$ cat config.mk
export PLATFORM = sky130hd
export DESIGN_NAME = qst_row_ser
export DESIGN_NICKNAME = d
export VERILOG_FILES = /design/src/hw/rtl/qst_pkg.sv /design/src/hw/rtl/qst_row_ser.sv
export SDC_FILE = /design/constraint.sdc
export NUM_CORES = 1
export LEC_CHECK = 0
export BUFFER_PORTS_ARGS = -buffer_cell sky130_fd_sc_hd__buf_4
export CAP_MARGIN = 25
export CORE_AREA = 2 2 217 219
export DETAILED_ROUTE_END_ITERATION = 8
export DIE_AREA = 0 0 219 221
export PLACE_DENSITY_LB_ADDON = 0.05
export SLEW_MARGIN = 20
export SYNTH_ARGS = -nofsm -noshare
export SYNTH_HDL_FRONTEND = slang
export SYNTH_SLANG_ARGS = --single-unit
$ cat constraint.sdc
create_clock -name clk -period 33 [get_ports clk]
set_input_delay 6.6 -clock clk [delete_from_list [all_inputs] [get_ports clk]]
set_output_delay 6.6 -clock clk [all_outputs]
set_load 0.05 [all_outputs]
$ cat src/hw/rtl/qst_pkg.sv
// qst_pkg: shared types, widths and the rounding helper for the
// quaternion to scaled transform pipeline; no dependencies
`timescale 1ns / 1ps

package qst_pkg;

  // field and datapath widths
  localparam int FIELD_W = 16;                 // Q2.14 and Q8.8 inputs
  localparam int PROD_W  = 2 * FIELD_W;        // Q4.28 quaternion products
  localparam int TERM_W  = PROD_W + 2;         // doubled sums of two products
  localparam int MUL_W   = TERM_W + FIELD_W;   // term times scale or position
  localparam int SAT_W   = MUL_W + 2;          // headroom for the rounding add
  localparam int ELEM_W  = 32;                 // Q16.16 result element
  localparam int ROW_W   = 2;

  // fraction bits dropped on the way to Q16.16
  localparam int unsigned SH_MUL = 20;
  localparam int unsigned SH_NRM = 12;

  localparam logic [ROW_W-1:0] LAST_ROW = 2'd3;

  localparam logic signed [SAT_W-1:0] SAT_MAX = SAT_W'(64'sh0000_0000_7FFF_FFFF);
  localparam logic signed [SAT_W-1:0] SAT_MIN = SAT_W'(-64'sh0000_0000_8000_0000);

  // one input request; first field in the lowest bits, so listed from the top
  typedef struct packed {
    logic signed [FIELD_W-1:0] scale_z;
    logic signed [FIELD_W-1:0] scale_y;
    logic signed [FIELD_W-1:0] scale_x;
    logic signed [FIELD_W-1:0] pos_z;
    logic signed [FIELD_W-1:0] pos_y;
    logic signed [FIELD_W-1:0] pos_x;
    logic signed [FIELD_W-1:0] quat_w;
    logic signed [FIELD_W-1:0] quat_z;
    logic signed [FIELD_W-1:0] quat_y;
    logic signed [FIELD_W-1:0] quat_x;
  } qst_item_t;

  // rotation terms (row major), norm, and the pass-through operands
  typedef struct packed {
    logic [8:0][TERM_W-1:0]  rot;
    logic [TERM_W-1:0]       nrm;
    logic [2:0][FIELD_W-1:0] pos;
    logic [2:0][FIELD_W-1:0] scale;
  } qst_terms_t;

  // finished matrix: scaled rotation block, translation column, corner
  typedef struct packed {
    logic [2:0][2:0][ELEM_W-1:0] rs;
    logic [2:0][ELEM_W-1:0]      tr;
    logic [ELEM_W-1:0]           corner;
  } qst_mat_t;

  // round to nearest (ties up) while dropping sh bits, then saturate
  function automatic logic [ELEM_W-1:0] rnd_sat(input logic signed [SAT_W-1:0] v,
                                                input int unsigned sh);
    logic signed [SAT_W-1:0] t;
    logic signed [SAT_W-1:0] q;
    t = v + (SAT_W'(1) <<< (sh - 1));
    q = t >>> sh;
    if (q > SAT_MAX) begin
      rnd_sat = SAT_MAX[ELEM_W-1:0];
    end else if (q < SAT_MIN) begin
      rnd_sat = SAT_MIN[ELEM_W-1:0];
    end else begin
      rnd_sat = q[ELEM_W-1:0];
    end
  endfunction

endpackage

$ cat src/hw/rtl/qst_row_ser.sv
// qst_row_ser: holds one finished matrix and sends it out one row per request
// depends on qst_pkg
`timescale 1ns / 1ps

module qst_row_ser (
  input  logic                         clk,
  input  logic                         rst_n,
  input  logic                         up_valid,
  output logic                         up_ready,
  input  qst_pkg::qst_mat_t            up_mat,
  output logic                         row_valid,
  input  logic                         row_ready,
  output logic [qst_pkg::ROW_W-1:0]    row_idx,
  output logic                         row_last,
  output logic [3:0][qst_pkg::ELEM_W-1:0] row_data
);

  logic                      v_r;
  logic [qst_pkg::ROW_W-1:0] cnt_r;
  qst_pkg::qst_mat_t         mat_r;
  logic                      is_last;
  logic                      load;

  // a new matrix may come in as the last row of the current one leaves
  assign is_last  = (cnt_r == qst_pkg::LAST_ROW);
  assign up_ready = !v_r || (row_ready && is_last);
  assign load     = up_valid && up_ready;

  always_ff @(posedge clk) begin
    if (!rst_n) begin
      v_r   <= 1'b0;
      cnt_r <= '0;
    end else begin
      if (up_ready) begin
        v_r   <= up_valid;
        cnt_r <= '0;
      end else if (row_ready) begin
        cnt_r <= cnt_r + 1'b1;
      end
    end
  end

  always_ff @(posedge clk) begin
    if (load) begin
      mat_r <= up_mat;
    end
  end

  // row select; the bottom row is zeros and the norm in the corner
  always_comb begin
    if (is_last) begin
      row_data = {mat_r.corner, {(3*qst_pkg::ELEM_W){1'b0}}};
    end else begin
      row_data = {mat_r.tr[cnt_r], mat_r.rs[cnt_r][2], mat_r.rs[cnt_r][1],
                  mat_r.rs[cnt_r][0]};
    end
  end

  assign row_valid = v_r;
  assign row_idx   = cnt_r;
  assign row_last  = is_last;

endmodule

* After elaboration in Yosys (flattened, before gate mapping) *
Index checks and enable logic that the tools add are counted.

storage, ports and cells
  register bits after elaboration = 419
  input port bits = 420
  word-level logic and storage cells = 29

operators by class
  add/subtract/negate cells = 1
  $lt $le $gt $ge = 1
  equal/unequal tests = 1
  muxes and demuxes = 5
  bitwise operators = 1
  reductions and logical operators = 5

operator list
  kind                                                                           count
  96-bit binary-select mux with 2-bit select                                     1
  128-bit two-way mux                                                            1
  96-bit two-way mux                                                             1
  32-bit binary-select mux with 2-bit select                                     1
  32-bit two-way mux                                                             1
  2-bit by 3-bit less-than comparator with 1-bit output (second input constant)  1
  2-bit by 1-bit adder with 2-bit output (second input constant)                 1
  2-bit == test (second input constant)                                          1
  1-bit logical AND                                                              2
  2-bit OR reduction                                                             1
  1-bit zero test                                                                1
  1-bit logical OR                                                               1
  1-bit NOT                                                                      1

* Longest topological paths before layout *
  depth after elaboration = 4
  gate-level depth with buffers = 6
  depth with buffers taken out = 4

* Worst setup path after synthesis *
Ideal clock, no wire load.

  path kind = input -> register
  start point = input port row_ready
  end point = register mat_r[0] (netlist bit), enable pin
  library setup time = 1.243 ns
  arrival = 24.854 ns
  slack = 6.903 ns
  stages = 2
  cell sequence = a21boi_0 > nor2b_1

on the way
  longest elaborated chain between the ends = 3

ends and longest elaborated chain
  element               RTL line           text
  start, declared       qst_row_ser.sv:12  input logic row_ready,
  1-bit logical AND     qst_row_ser.sv:26  assign up_ready = !v_r || (row_ready && is_last);
  1-bit logical OR      qst_row_ser.sv:26
  1-bit logical AND     qst_row_ser.sv:27  assign load = up_valid && up_ready;
  net load              qst_row_ser.sv:22  logic load;
  end signal, assigned  qst_row_ser.sv:45  mat_r <= up_mat;
  end, declared         qst_row_ser.sv:20  qst_pkg::qst_mat_t mat_r;

The timed path passes the listed nets, and every way through them passes these cells.
A chain may end at the register's enable or synchronous reset.

* Final worst setup path *
  start point = input port row_ready
  end point = output port up_ready

on the way
  longest elaborated chain between the ends = 2

ends and longest elaborated chain
  element            RTL line           text
  1-bit logical AND  qst_row_ser.sv:26
  1-bit logical OR   qst_row_ser.sv:26
  end, declared      qst_row_ser.sv:9   output logic up_ready,

No other way between the ends.

==> qor.yml <==
status:
  status: "completed"
route:
  drc: 0
  antenna_left: 0
  vias_per_cell: 4.893
  vias: 10660
  first_iter_violations: 625
  routed_wl_um: 47780
  first_pass_iters: 4
  wl_per_cell_um: 21.93
grt:
  grt_pass1_wl_um: 68490
  antenna_found_initial: 15
  grt_pass1_vias: 10700
  grt_max_degree: 191
  grt-ovfl-total: 0
  grt_usage: 0.1918
power_and_ir_drop:
  power_density_nw_per_um2: 55.65
  p_leak_nw: 8.662
  vdd_drop_max_v: 0.00003810
  p_total_mw: 1.292
yosys:
  syn_avg_cell_area_um2: 17.23
  ys_types: 23
  ys_seq_elements: 419
  yosysWarnings: 0
  ys_seq_area_frac: 0.7336
  synthAdderAreaFrac: 0.0007313
  synth_simple_gate_area_frac: 0.08585
  syn_inst: 993
  synth_compound_area_frac: 0.1243
  synth_top_family_by_area: "compound AO/OA/AOI/OAI gates"
  synth_area_um2: 17110
  synth_mux_area_frac: 0.02845
  synth_xor_area_frac: 0.0005119
  synth_nets: 1414
sta:
  maxSlewViolCount: 0
  finalSetupViolCount: 0
  finalCritPeriodShare: 0.4273
  finalHoldWorstSlack_ns: 0.7078
  fin_setup_tns_ns: 0
  rsz0062_at_grt: "no"
  fin_crit_ns: 14.10
  fin_skew_ns: 0.01019
  max_freq_ghz: 0.07092
  worstMarginPinSlew_ns: 1.018
  relSlewSlack: 0.3212
  finalHoldViolCount: 0
clock_tree:
  clk_pin_slew_ns: 0.05
  clockBufferDepth: 3
  numCtsBuffers: 48
  cts_hold_buf: 0
  htreeDepth: 2
  cts_tree: "done"
  cts_root_buffer: "clkbuf_16"
  post_cts_resized: 0
  clkLatencyLatePin_ns: 0.57
  postCtsSetupRepairBufs: 0
  clkSinkCount: 419
hold_path:
  min_path_cells: 3
  hp-class: "flip-flop to flip-flop"
finish:
  layout_commonest_cell: "buf_4"
  final_cell_mix: "562 x buf_4, 416 x edfxtp_1, 122 x a211oi_1, 97 x nand2b_1, 96 x nor2b_1"
  nNetsFinal: 1948
  area_growth_pct: 35.68
  drive_above_1_share: 0.4660
  stdcell_area_um2: 23210
die:
  start_util: 0.3715
  die_height_um: 221
  die_area_um2: 48400
  core_region_area_um2: 46060
  ios: 553
  fp.dieW_um: 219
  core.rowCount: 79
setup_path:
  r2r_setup_slack_ns: 27.47
  setup.worst_path.end_class: "output port"
  worstPathRequired_ns: 26.40
  r2r.worst_path.cells: 7
  crit_type: "input port to output port"
  cp-start-kind: "input port"
  crit_fanout: 4
  cp.arrival_ns: 7.50
flow_run:
  drv_cap: 0
placement:
  finalWeightedCongestion: 0.7816
  postPlaceCellArea_um2: 21710
  hpwl_um: 32180
  portBuffers: 552
==> synth_stat cells <==
library cell / n / share of area
clkbuf_1: 28 / 0.0061
dfxtp_1: 3 / 0.0035
mux2_1: 1 / 0.00066
mux2_4: 31 / 0.027
nor3b_1: 32 / 0.014
buf_2: 27 / 0.0079
a21boi_0: 1 / 0.00044
o21a_1: 1 / 0.00044
nand2_1: 1 / 0.00022
a211oi_2: 70 / 0.051
inv_1: 1 / 0.00022
a211oi_1: 122 / 0.054
mux2i_1: 1 / 0.00059
nor2b_1: 97 / 0.035
buf_6: 10 / 0.0066
a221o_1: 32 / 0.019
ha_1: 1 / 0.00073
buf_4: 9 / 0.0039
xnor2_1: 1 / 0.00051
nand2b_1: 97 / 0.035
buf_1: 8 / 0.0018
edfxtp_1: 416 / 0.73
nor2_1: 3 / 0.00066
==> sequential cells by signal, indices dropped and copies added (netlist names) <==
name and count:
mat_r 416, row_idx 2, row_valid 1
==> cell families after synthesis <==
group	count (synthesis)
adders and majority gates	1
DFF	419
xor gates and xnor gates	1
buffers and inverters	83
AOI/OAI and AO/OA	226
and+or+nand+nor	230
muxes	33
==> worst max-delay path, stage by stage <==
cell	delay (ns)
buf_4	0.13
a21boi_0	0.47
inv_1	0.09
buf_4	0.21
==> power breakdown <==
| group | internal (mW) | total [mW] | switching [mW] |
|---|---|---|---|
| Sequential | 0.621 | 0.629 | 0.00731 |
| Clock | 0.292 | 0.496 | 0.204 |
| Combinational | 0.0720 | 0.167 | 0.0951 |
| Total | 0.986 | 1.29 | 0.306 |
==> worst paths after layout <==
kind / start / end
worst max-delay path: row_ready / up_ready
worst min-delay path: row_valid / row_idx[0]
worst max register to register: row_idx[1] / mat_r[172]
worst min register to register: row_valid / row_idx[0]
==> layer usage <==
metal / share of wire / vias up / global-route usage
met5: 0.0012 / - / 0
met1: 0.37 / 5193 / 0.2168
met3: 0.10 / 82 / 0.08591
met2: 0.50 / 362 / 0.3171
met4: 0.029 / 8 / 0.07367
li1: - / 5016 / -
==> cell type report <==
class / count / area, um2
diodes: 12 / 30.03
clock buffers: 62 / 1275
clock inverters: 21 / 161.4
fillers: 4052 / 22850
inverters: 1 / 3.754
multi-input cells: 491 / 4126
flip-flops and latches: 419 / 12560
well taps: 607 / 759.5
repair buffers: 566 / 4299
==> through the flow <==
step / cells / setup slack (ns) / utilization
2_1_floorplan: 993 / 6.903 / -
3_3_place_gp: 2082 / 18.91 / 0.4713
3_5_place_dp: 2082 / 18.89 / 0.4713
4_1_cts: 2165 / 18.89 / 0.5025
5_1_grt: 2178 / 18.81 / 0.5039
6_report: 2179 / 18.90 / 0.5040
No activity file was read; power rests on OpenSTA's default activity.
